[config.mk]
export PLATFORM = sky130hd
export DESIGN_NAME = clock_with_countdown_display_top
export DESIGN_NICKNAME = d
export VERILOG_FILES = /design/src/rtl/core/ccd_pkg.sv /design/src/rtl/core/clock_with_countdown_display_top.sv /design/src/rtl/core/ccd_state.sv /design/src/rtl/core/ccd_digits.sv /design/src/rtl/core/ccd_out_buf.sv
export SDC_FILE = /design/constraint.sdc
export NUM_CORES = 1
export LEC_CHECK = 0
export BUFFER_PORTS_ARGS = -buffer_cell sky130_fd_sc_hd__buf_2
export CAP_MARGIN = 20
export CORE_MARGIN = 1
export CORE_UTILIZATION = 45
export CTS_BUF_LIST = sky130_fd_sc_hd__clkbuf_4 sky130_fd_sc_hd__clkbuf_8
export DETAILED_ROUTE_END_ITERATION = 8
export PLACE_DENSITY_LB_ADDON = 0.25
export SLEW_MARGIN = 30
export SYNTH_ARGS = -nofsm -noshare
export SYNTH_HDL_FRONTEND = slang
export SYNTH_HIERARCHICAL = 1
export SYNTH_SLANG_ARGS = --single-unit
[constraint.sdc]
create_clock -name aclk -period 13.55 [get_ports aclk]
set_input_delay 1.355 -clock aclk [delete_from_list [all_inputs] [get_ports aclk]]
set_output_delay 1.355 -clock aclk [all_outputs]
set_load 0.1 [all_outputs]
[src/rtl/core/ccd_pkg.sv]
// ----------------------------------------------------------------------------
// ccd_pkg
// Shared types, constants and helpers for the clock and countdown display.
// ----------------------------------------------------------------------------
package ccd_pkg;

    typedef enum logic [1:0] {
        MODE_TICK = 2'd0,
        MODE_LOAD = 2'd1,
        MODE_SET  = 2'd2
    } mode_t;

    localparam logic [4:0] LAST_HOUR     = 5'd23;
    localparam logic [5:0] LAST_MIN_SEC  = 6'd59;
    localparam logic [6:0] MAX_COUNT_MIN = 7'd99;
    localparam logic [3:0] DASH          = 4'd10;

    typedef logic [3:0] digit_t;

    // Values selected for the display, after the item's update
    typedef struct packed {
        logic [4:0] hi;
        logic [6:0] mi;
        logic [5:0] si;
        logic       done;
        logic       active;
    } disp_t;

    // One result transfer
    typedef struct packed {
        digit_t [7:0] digit;
        logic         done;
        logic         active;
    } result_t;

    // Tens of a value 0..99: multiply by 205/2048, exact over that range
    function automatic digit_t tens_of(input logic [6:0] v);
        logic [14:0] p;
        p = 15'(v) * 15'd205;
        return p[14:11];
    endfunction

    function automatic digit_t units_of(input logic [6:0] v);
        logic [3:0] t;
        logic [6:0] r;
        t = tens_of(v);
        r = v - {t, 3'b000} - {2'b00, t, 1'b0};
        return r[3:0];
    endfunction

endpackage

[src/rtl/core/clock_with_countdown_display_top.sv]
// ----------------------------------------------------------------------------
// clock_with_countdown_display_top
// 24-hour clock with a minute/second countdown and an eight-digit display.
// ----------------------------------------------------------------------------
//  channel | direction | handshake          | payload
//  s_      | in        | s_valid / s_ready  | mode, hours, minutes, seconds, flags
//  m_      | out       | m_valid / m_ready  | digit0..digit7, done, active
//
//  One input transfer per cycle while s_ready is high; its result is formed
//  combinationally from the updated state and registered in the result register
//  (or the skid stage when stalled). s_ready is registered: it drops only when
//  the skid stage is full, i.e. after two results are held back by m_ready low.
//  aresetn (synchronous, active low) sets the clock to 00:00:00 running and
//  clears the countdown; no results are pending after reset.
// ----------------------------------------------------------------------------
module clock_with_countdown_display_top (
    input  logic       aclk,
    input  logic       aresetn,
    input  logic       s_valid,
    output logic       s_ready,
    input  logic [1:0] s_mode,
    input  logic [4:0] s_hours_in,
    input  logic [6:0] s_minutes_in,
    input  logic [5:0] s_seconds_in,
    input  logic       s_show_countdown_in,
    input  logic       s_clock_keeps_running,
    output logic       m_valid,
    input  logic       m_ready,
    output logic [3:0] m_digit0,
    output logic [3:0] m_digit1,
    output logic [3:0] m_digit2,
    output logic [3:0] m_digit3,
    output logic [3:0] m_digit4,
    output logic [3:0] m_digit5,
    output logic [3:0] m_digit6,
    output logic [3:0] m_digit7,
    output logic       m_countdown_done,
    output logic       m_countdown_active
);
    import ccd_pkg::*;

    logic    accept;
    disp_t   disp;
    result_t res;
    result_t res_out;

    // state advances on every accepted transfer
    assign accept = s_valid && s_ready;

    ccd_state u_state (
        .aclk                (aclk),
        .aresetn             (aresetn),
        .accept              (accept),
        .mode                (s_mode),
        .hours_in            (s_hours_in),
        .minutes_in          (s_minutes_in),
        .seconds_in          (s_seconds_in),
        .show_countdown_in   (s_show_countdown_in),
        .clock_keeps_running (s_clock_keeps_running),
        .disp                (disp)
    );

    // display digits from the post-update state
    ccd_digits u_digits (
        .disp (disp),
        .res  (res)
    );

    ccd_out_buf u_out_buf (
        .aclk      (aclk),
        .aresetn   (aresetn),
        .in_valid  (s_valid),
        .in_ready  (s_ready),
        .in_data   (res),
        .out_valid (m_valid),
        .out_ready (m_ready),
        .out_data  (res_out)
    );

    assign m_digit0           = res_out.digit[0];
    assign m_digit1           = res_out.digit[1];
    assign m_digit2           = res_out.digit[2];
    assign m_digit3           = res_out.digit[3];
    assign m_digit4           = res_out.digit[4];
    assign m_digit5           = res_out.digit[5];
    assign m_digit6           = res_out.digit[6];
    assign m_digit7           = res_out.digit[7];
    assign m_countdown_done   = res_out.done;
    assign m_countdown_active = res_out.active;

endmodule

[src/rtl/core/ccd_state.sv]
// ----------------------------------------------------------------------------
// ccd_state
// Clock and countdown registers, updated once per accepted input transfer.
// ----------------------------------------------------------------------------
module ccd_state (
    input  logic          aclk,
    input  logic          aresetn,
    input  logic          accept,
    input  logic [1:0]    mode,
    input  logic [4:0]    hours_in,
    input  logic [6:0]    minutes_in,
    input  logic [5:0]    seconds_in,
    input  logic          show_countdown_in,
    input  logic          clock_keeps_running,
    output ccd_pkg::disp_t disp
);
    import ccd_pkg::*;

    logic [4:0] clock_hours_reg,   clock_hours_next;
    logic [5:0] clock_minutes_reg, clock_minutes_next;
    logic [5:0] clock_seconds_reg, clock_seconds_next;
    logic [6:0] count_minutes_reg, count_minutes_next;
    logic [5:0] count_seconds_reg, count_seconds_next;
    logic       count_running_reg, count_running_next;
    logic       clock_running_reg, clock_running_next;
    logic       done_flag_reg,     done_flag_next;
    logic       show_countdown_reg, show_countdown_next;

    always_comb begin
        clock_hours_next    = clock_hours_reg;
        clock_minutes_next  = clock_minutes_reg;
        clock_seconds_next  = clock_seconds_reg;
        count_minutes_next  = count_minutes_reg;
        count_seconds_next  = count_seconds_reg;
        count_running_next  = count_running_reg;
        clock_running_next  = clock_running_reg;
        done_flag_next      = done_flag_reg;
        show_countdown_next = show_countdown_reg;
        if (accept) begin
            case (mode_t'(mode))
                MODE_TICK: begin
                    if (clock_running_reg) begin
                        if (clock_seconds_reg >= LAST_MIN_SEC) begin
                            clock_seconds_next = '0;
                            if (clock_minutes_reg >= LAST_MIN_SEC) begin
                                clock_minutes_next = '0;
                                if (clock_hours_reg >= LAST_HOUR) begin
                                    clock_hours_next = '0;
                                end else begin
                                    clock_hours_next = clock_hours_reg + 5'd1;
                                end
                            end else begin
                                clock_minutes_next = clock_minutes_reg + 6'd1;
                            end
                        end else begin
                            clock_seconds_next = clock_seconds_reg + 6'd1;
                        end
                    end
                    if (count_running_reg) begin
                        if (count_seconds_reg != '0) begin
                            count_seconds_next = count_seconds_reg - 6'd1;
                        end else if (count_minutes_reg != '0) begin
                            count_minutes_next = count_minutes_reg - 7'd1;
                            count_seconds_next = LAST_MIN_SEC;
                        end else begin
                            // finished: stop, restart clock, hide countdown
                            count_running_next  = 1'b0;
                            clock_running_next  = 1'b1;
                            done_flag_next      = 1'b1;
                            show_countdown_next = 1'b0;
                        end
                    end
                end
                MODE_LOAD: begin
                    count_minutes_next  = (minutes_in > MAX_COUNT_MIN) ? MAX_COUNT_MIN
                                                                       : minutes_in;
                    count_seconds_next  = (seconds_in > LAST_MIN_SEC) ? LAST_MIN_SEC
                                                                      : seconds_in;
                    count_running_next  = 1'b1;
                    clock_running_next  = clock_keeps_running;
                    show_countdown_next = show_countdown_in;
                    done_flag_next      = 1'b0;
                end
                MODE_SET: begin
                    clock_hours_next   = (hours_in > LAST_HOUR) ? LAST_HOUR : hours_in;
                    clock_minutes_next = (minutes_in > 7'(LAST_MIN_SEC)) ? LAST_MIN_SEC
                                                                         : minutes_in[5:0];
                    clock_seconds_next = (seconds_in > LAST_MIN_SEC) ? LAST_MIN_SEC
                                                                     : seconds_in;
                end
                default: begin
                    // unused mode: no change
                end
            endcase
        end
    end

    always_comb begin
        if (show_countdown_next && (count_minutes_next != '0 || count_seconds_next != '0)) begin
            disp.hi = '0;
            disp.mi = count_minutes_next;
            disp.si = count_seconds_next;
        end else begin
            disp.hi = clock_hours_next;
            disp.mi = {1'b0, clock_minutes_next};
            disp.si = clock_seconds_next;
        end
        disp.done   = done_flag_next;
        disp.active = count_running_next;
    end

    always_ff @(posedge aclk) begin
        if (!aresetn) begin
            clock_hours_reg    <= '0;
            clock_minutes_reg  <= '0;
            clock_seconds_reg  <= '0;
            count_minutes_reg  <= '0;
            count_seconds_reg  <= '0;
            count_running_reg  <= 1'b0;
            clock_running_reg  <= 1'b1;
            done_flag_reg      <= 1'b0;
            show_countdown_reg <= 1'b0;
        end else begin
            clock_hours_reg    <= clock_hours_next;
            clock_minutes_reg  <= clock_minutes_next;
            clock_seconds_reg  <= clock_seconds_next;
            count_minutes_reg  <= count_minutes_next;
            count_seconds_reg  <= count_seconds_next;
            count_running_reg  <= count_running_next;
            clock_running_reg  <= clock_running_next;
            done_flag_reg      <= done_flag_next;
            show_countdown_reg <= show_countdown_next;
        end
    end

endmodule

[src/rtl/core/ccd_digits.sv]
// ----------------------------------------------------------------------------
// ccd_digits
// Splits the selected hours, minutes and seconds into display digits.
// ----------------------------------------------------------------------------
module ccd_digits (
    input  ccd_pkg::disp_t   disp,
    output ccd_pkg::result_t res
);
    import ccd_pkg::*;

    always_comb begin
        res.digit[0] = tens_of({2'b00, disp.hi});
        res.digit[1] = units_of({2'b00, disp.hi});
        res.digit[2] = DASH;
        res.digit[3] = tens_of(disp.mi);
        res.digit[4] = units_of(disp.mi);
        res.digit[5] = DASH;
        res.digit[6] = tens_of({1'b0, disp.si});
        res.digit[7] = units_of({1'b0, disp.si});
        res.done     = disp.done;
        res.active   = disp.active;
    end

endmodule

[src/rtl/core/ccd_out_buf.sv]
// ----------------------------------------------------------------------------
// ccd_out_buf
// Result register with a skid stage; ready towards the input is registered.
// ----------------------------------------------------------------------------
module ccd_out_buf (
    input  logic             aclk,
    input  logic             aresetn,
    input  logic             in_valid,
    output logic             in_ready,
    input  ccd_pkg::result_t in_data,
    output logic             out_valid,
    input  logic             out_ready,
    output ccd_pkg::result_t out_data
);
    import ccd_pkg::*;

    logic    out_valid_reg, out_valid_next;
    logic    skid_valid_reg, skid_valid_next;
    result_t out_reg, out_next;
    result_t skid_reg, skid_next;

    assign in_ready  = !skid_valid_reg;
    assign out_valid = out_valid_reg;
    assign out_data  = out_reg;

    always_comb begin
        out_valid_next  = out_valid_reg;
        skid_valid_next = skid_valid_reg;
        out_next        = out_reg;
        skid_next       = skid_reg;
        if (out_valid_reg && out_ready) begin
            out_valid_next = 1'b0;
        end
        if (skid_valid_reg && out_ready) begin
            // skid drains into the result register
            out_next        = skid_reg;
            out_valid_next  = 1'b1;
            skid_valid_next = 1'b0;
        end
        if (in_valid && in_ready) begin
            if (out_valid_reg && !out_ready) begin
                skid_next       = in_data;
                skid_valid_next = 1'b1;
            end else begin
                out_next       = in_data;
                out_valid_next = 1'b1;
            end
        end
    end

    always_ff @(posedge aclk) begin
        if (!aresetn) begin
            out_valid_reg  <= 1'b0;
            skid_valid_reg <= 1'b0;
        end else begin
            out_valid_reg  <= out_valid_next;
            skid_valid_reg <= skid_valid_next;
        end
        out_reg  <= out_next;
        skid_reg <= skid_next;
    end

`ifndef NO_ASSERTIONS
    a_skid_implies_out: assert property (@(posedge aclk) disable iff (!aresetn)
        skid_valid_reg |-> out_valid_reg)
        else $error("skid holds data while result register is empty");

    a_stall_fills_skid: assert property (@(posedge aclk) disable iff (!aresetn)
        (in_valid && in_ready && out_valid_reg && !out_ready) |=> skid_valid_reg)
        else $error("transfer during stall not caught by skid stage");

    a_skid_drains: assert property (@(posedge aclk) disable iff (!aresetn)
        (skid_valid_reg && out_ready) |=> (out_valid_reg && !skid_valid_reg))
        else $error("skid stage did not drain into result register");
`endif

endmodule

-- Word-level counts from Yosys, hierarchy flattened
Cells that the tools add are included.
- word-level logic and storage cells: 130
- input bits: 26
- register bits: 93
- $add $sub $neg: 11
- equal/unequal tests: 5
- order comparisons: 7
- multipliers: 3
- muxes and demuxes: 59
- reductions and logical operators: 16
- operators by type and width (operator ; number):
    2-to-1 mux 34 bit ; 3
    2-to-1 mux 6 bit ; 13
    case mux 6 bit (2 select lines) ; 3
    2-to-1 mux 7 bit ; 5
    2-to-1 mux 5 bit ; 6
    2-to-1 mux 1 bit ; 22
    subtractor 4 bit ; 5
    2-to-1 mux 18 bit ; 1
    multiplier 7 x 8 -> 15 bit (second input constant) ; 1
    multiplier 6 x 8 -> 14 bit (second input constant) ; 1
    case mux 7 bit (2 select lines) ; 1
    nonzero test 7 bit ; 2
    multiplier 5 x 8 -> 13 bit (second input constant) ; 1
    adder 6 x 1 -> 6 bit (second input constant) ; 2
    greater-or-equal comparator 6 bit (second input constant) ; 2
    nonzero test 6 bit ; 2
    case mux 5 bit (2 select lines) ; 1
    case mux 1 bit (2 select lines) ; 4
    greater-than comparator 7 x 6 -> 1 bit (second input constant) ; 1
    greater-than comparator 7 bit (second input constant) ; 1
    subtractor 7 x 1 -> 7 bit (second input constant) ; 1
    greater-than comparator 6 bit (second input constant) ; 1
    subtractor 6 x 1 -> 6 bit (second input constant) ; 1
    adder 5 x 1 -> 5 bit (second input constant) ; 1
    14 further kinds ; 20

-- Depth between registers and ports, before layout
- depth after elaboration: 15
- depth in mapped cells: 36

-- Hierarchy
The synthesis kept the hierarchy.
- modules (own cells, without submodules) (module ; area an instance (µm²) ; instances ; cells an instance ; seq. area each (µm²)):
    ccd_state ; 2641.3 ; 1 ; 355 ; 680.7
    ccd_out_buf ; 2572.5 ; 1 ; 197 ; 1741.7
    ccd_digits ; 2439.8 ; 1 ; 268 ; 0.0
    clock_with_countdown_display_top ; 6.3 ; 1 ; 1 ; 0.0

-- Least setup slack after synthesis
No wires, ideal clock.
- path kind: input to register
- from: input s_valid
- to: register u_out_buf/skid_reg[21] in the netlist's numbering (data pin)
- data required time: 13.281 ns
- buffers on the path: 2
- slack: 5.327 ns
- cell stages on the path: 31
- arrival time: 7.954 ns
- path through: and2_1 > clkbuf_1 > nand3b_1 > a21oi_1 > a221o_1 > a41oi_2 > nand4_1 > or4_4 > o31a_4 > buf_6 > o22ai_1 > ha_1 > ha_1 > fa_1 > inv_1 > fa_1 > inv_1 > ha_1 > a21oi_1 > a211oi_2 > o21a_1 > nand2_1 > nand2_1 > xor2_1 > ha_1 > nor3b_4 > nor3b_1 > a211o_1 > a211o_1 > xnor2_2 > xnor2_1
- RTL lines (what ; RTL line ; source):
    start, declared ; clock_with_countdown_display_top.sv:19 ; input logic s_valid,
    end signal, assigned ; ccd_out_buf.sv:60 ; skid_reg <= skid_next;
    end, declared ; ccd_out_buf.sv:20 ; result_t skid_reg, skid_next;

==> summary.txt <==
Synthesis
  – Yosys top cell by area: dfxtp_1
  – Asr flop ratio synth: 0%
  – Yosys warns: 6
  – Yosys top cell area share: 18.3%
  – Avg Inst Size Synth: 9.33 um2
  – Number of flops mapped to enable cells by yosys: 34
  – Sequential fraction of the synthesis area: 31.6%
  – Top FF cell, synth: dfxtp_1
  – Syn Inst Count: 821
  – Mapped Area: 7660 um2
  – Number of distinct library cells after synthesis: 81
  – Ranking of synthesized cells by area: dfxtp_1 (18%), ha_1 (16%), edfxtp_1 (13%)
  – Seq cells post-synth: 104

Outcome
  – Status: complete, no violations

Critical path
  – Largest fanout on the critical path: 15
  – CP required: 13890 ps
  – Crit. End Element: flip-flop
  – Reg-to-Reg Start: u_out_buf/skid_valid_reg
  – R2r setup slk: ~5400 ps
  – First element of the critical path: s_valid
  – Worst setup SP type: input port
  – Critical Path Max Stage Delay: 580 ps
  – CP max stage cell: or4_4
  – Most used cell along the critical path: ha_1
  – Worst Setup Path Type: input port to flip-flop
  – FF-to-FF path depth: 31
  – Critical Path AT: 9100 ps
  – CP bufs+invs: 3
  – Worst r2r dst: u_out_buf/out_data[21]
  – CP delay by family, top: compound AO/OA/AOI/OAI gates

Clocking
  – TritonCTS Sinks: 104
  – Postcts setup bufs: 0
  – Hold-fix buffers, CTS: 0
  – Worst-skew pair later-pin latency: 400 ps
  – CTS max path bufs: 2
  – Root buf cell: clkbuf_8
  – Post_cts resized: 0
  – H-tree depth: 3
  – TritonCTS clock tree: built
  – CTS clk-pin slew, worst paths: about 120 ps
  – Number of buffers created by CTS: 9

Drt
  – Total vias in the final route: approximately 6200
  – Drt pass-1 iters: 7
  – Via-per-instance ratio: 5.67
  – Routed len/inst: around 16 um
  – WL final: 17700 um
  – 1st-iter DRT viols: around 540
  – Antenna Nets Post-Route: 0
  – Drt drc: 0

Floorplan
  – Top-level I/O count: 62
  – Core Footprint: 16600 um2
  – Die area: 17500 um2
  – Row Count: 47
  – Die width: 132 um
  – Die H: roughly 130 um
  – Starting Density: 46.2%

Place
  – Placer Congestion: 0.885
  – Port Buffers: 61
  – Placed cell area: 8060 um2
  – Post-DP HPWL: 13100 um
  – Worst slack, placed: 4420 ps

Hold path
  – Hold Startpoint: u_out_buf/skid_reg[20]
  – HP Class: flip-flop to flip-flop
  – Hold EP: u_out_buf/out_data[20]
  – Hold Crit Depth: 2

Global routing
  – Met3 Usage GRT: 2.61%
  – First-pass GRT wire length: slightly below 30000 um
  – Pin count of the biggest net entering global routing: 38
  – All-Layer GR Usage: 20.9%
  – Grt peak-use layer: met2
  – Grt met1 use: 28.2%
  – Number of global-route vias before repair: just under 6000
  – Overflow after GRT: 0
  – Met2 usage: 34.1%
  – Initial antenna violation count: 0

Timing
  – RSZ-0062 raised after global routing: false
  – Max frequency: 114 MHz
  – Final setup violation count: 0
  – Min Tclk post-route: 8760 ps
  – TNS Setup: 0 ps
  – Slew headroom: 48.5%
  – Final slew viol count: 0
  – Endpoints failing hold: 0
  – Worst setup margin: 4790 ps
  – Slew @ Worst Pin: 771 ps
  – Tcrit/Tclk final: between 60% and 70%
  – Layout Skew: 13.3 ps

Power and ir drop
  – Total Power: 960 uW
  – Pwr Density: 116 nW/um2
  – Leak: 0.00401 uW
  – VDD IR max: around 0.000085 V

Cells and area
  – Area Growth Syn to Fin: 8.02%
  – Multi-input combinational cell area: 4740 um2
  – Antenna diodes: 0
  – NumNets Final: 999
  – Storage cell area: 2420 um2
  – Share of cells above drive strength 1: between 10% and 20%
  – Fin area: 8270 um2
  – Utilization after layout: 49.9%
  – FILL cells: 1634

Job
  – Max-Cap Viols: 0
-- stage by stage --
stage	hold WS [ps]	std cells
floorplan	473	830
global placement	490	1068
detailed placement	498	1069
CTS	518	1085
global route	544	1085
finish	508	1085
-- worst register-to-register path, delay by kind of cell, from the launching register on --
kind / cells / cell delay [ps]
AO/OA/AOI/OAI: 9 / 2500
AND/OR/NAND/NOR: 10 / 2380
adder cells (fa/ha/maj): 6 / 2110
XOR/XNOR: 3 / 560
flip-flops: 1 / 420
buffers and inverters: 3 / 180
-- worst max-delay path by stage --
| stage | cells past startpoint | to |
|---|---|---|
| 2_1_floorplan | 31 | u_out_buf/skid_reg[21] |
| 3_3_place_gp | 31 | u_out_buf/out_data[21] |
| 3_5_place_dp | 31 | u_out_buf/out_data[21] |
| 4_1_cts | 31 | u_out_buf/out_data[21] |
| 5_1_grt | 31 | u_out_buf/out_data[21] |
| 6_report | 31 | u_out_buf/out_data[21] |
-- placed cells by master, fill, tap and decap left out, types with 8 or more instances in the layout --
master and count:
and2_1 17, nand2_1 30, nor3_1 8, a21oi_1 39
buf_2 61, o21ai_0 35, nand2b_1 10, dfxtp_1 70
nand3_1 48, conb_1 11, clkbuf_8 9, inv_1 70
nor2_1 52, xor2_1 10, o21ai_1 34, fa_1 16
mux2i_1 40, ha_1 97, edfxtp_1 34, xnor2_1 16
nand4_1 10
-- cell families (layout without fill, tap and decap cells) --
kind of cell,count (synthesis),in the layout,share of synthesized area [%]
buffers and inverters,117,152,7.09
AO/OA/AOI/OAI,186,186,15.7
other,2,11,0.0980
flip-flops,104,104,31.6
XOR/XNOR,27,27,3.19
AND/OR/NAND/NOR,226,226,16.1
multiplexers,46,46,6.16
adder cells (fa/ha/maj),113,113,20.0
-- metal layers --
layer  up-vias  share of wire (%)
met5         -                  0
met4         0                2.2
met2       166                 47
met3        28                3.8
li1       3024                  -
met1      2938                 47
-- synth_stat cells (all sizes together), types with 3 or more instances --
library cell and instances:
a211o 3, a211oi 5, a21boi 3, a21o 3, a21oi 39, a22oi 4
a31oi 7, a32oi 3, a41oi 3, and2 17, buf 26, clkbuf 20
dfxtp 70, edfxtp 34, fa 16, ha 97, inv 70, mux2 6
mux2i 40, nand2 32, nand2b 10, nand3 48, nand3b 3, nand4 11
nor2 52, nor2b 9, nor3 10, nor3b 4, nor4 5, nor4b 3
o2111ai 4, o211ai 6, o21a 5, o21ai 69, o22ai 4, o311ai 3
o31ai 5, or2 6, or3 5, xnor2 17, xor2 10
-- where the power goes --
part	switching (uW)	internal, uW
combinational	284	103
clock	128	74.3
sequential	17.1	354
total	429	531
-- layout make-up --
class                      instances  share of cell area, %
clock inverter                     7                   1.06
timing repair buffer              65                   4.29
multi-input combinational        609                   57.3
sequential                       104                   29.3
tap                              220                   3.33
inverter                          71                   3.22
clock buffer                       9                   1.50
Power figures use the tool's default switching activity.
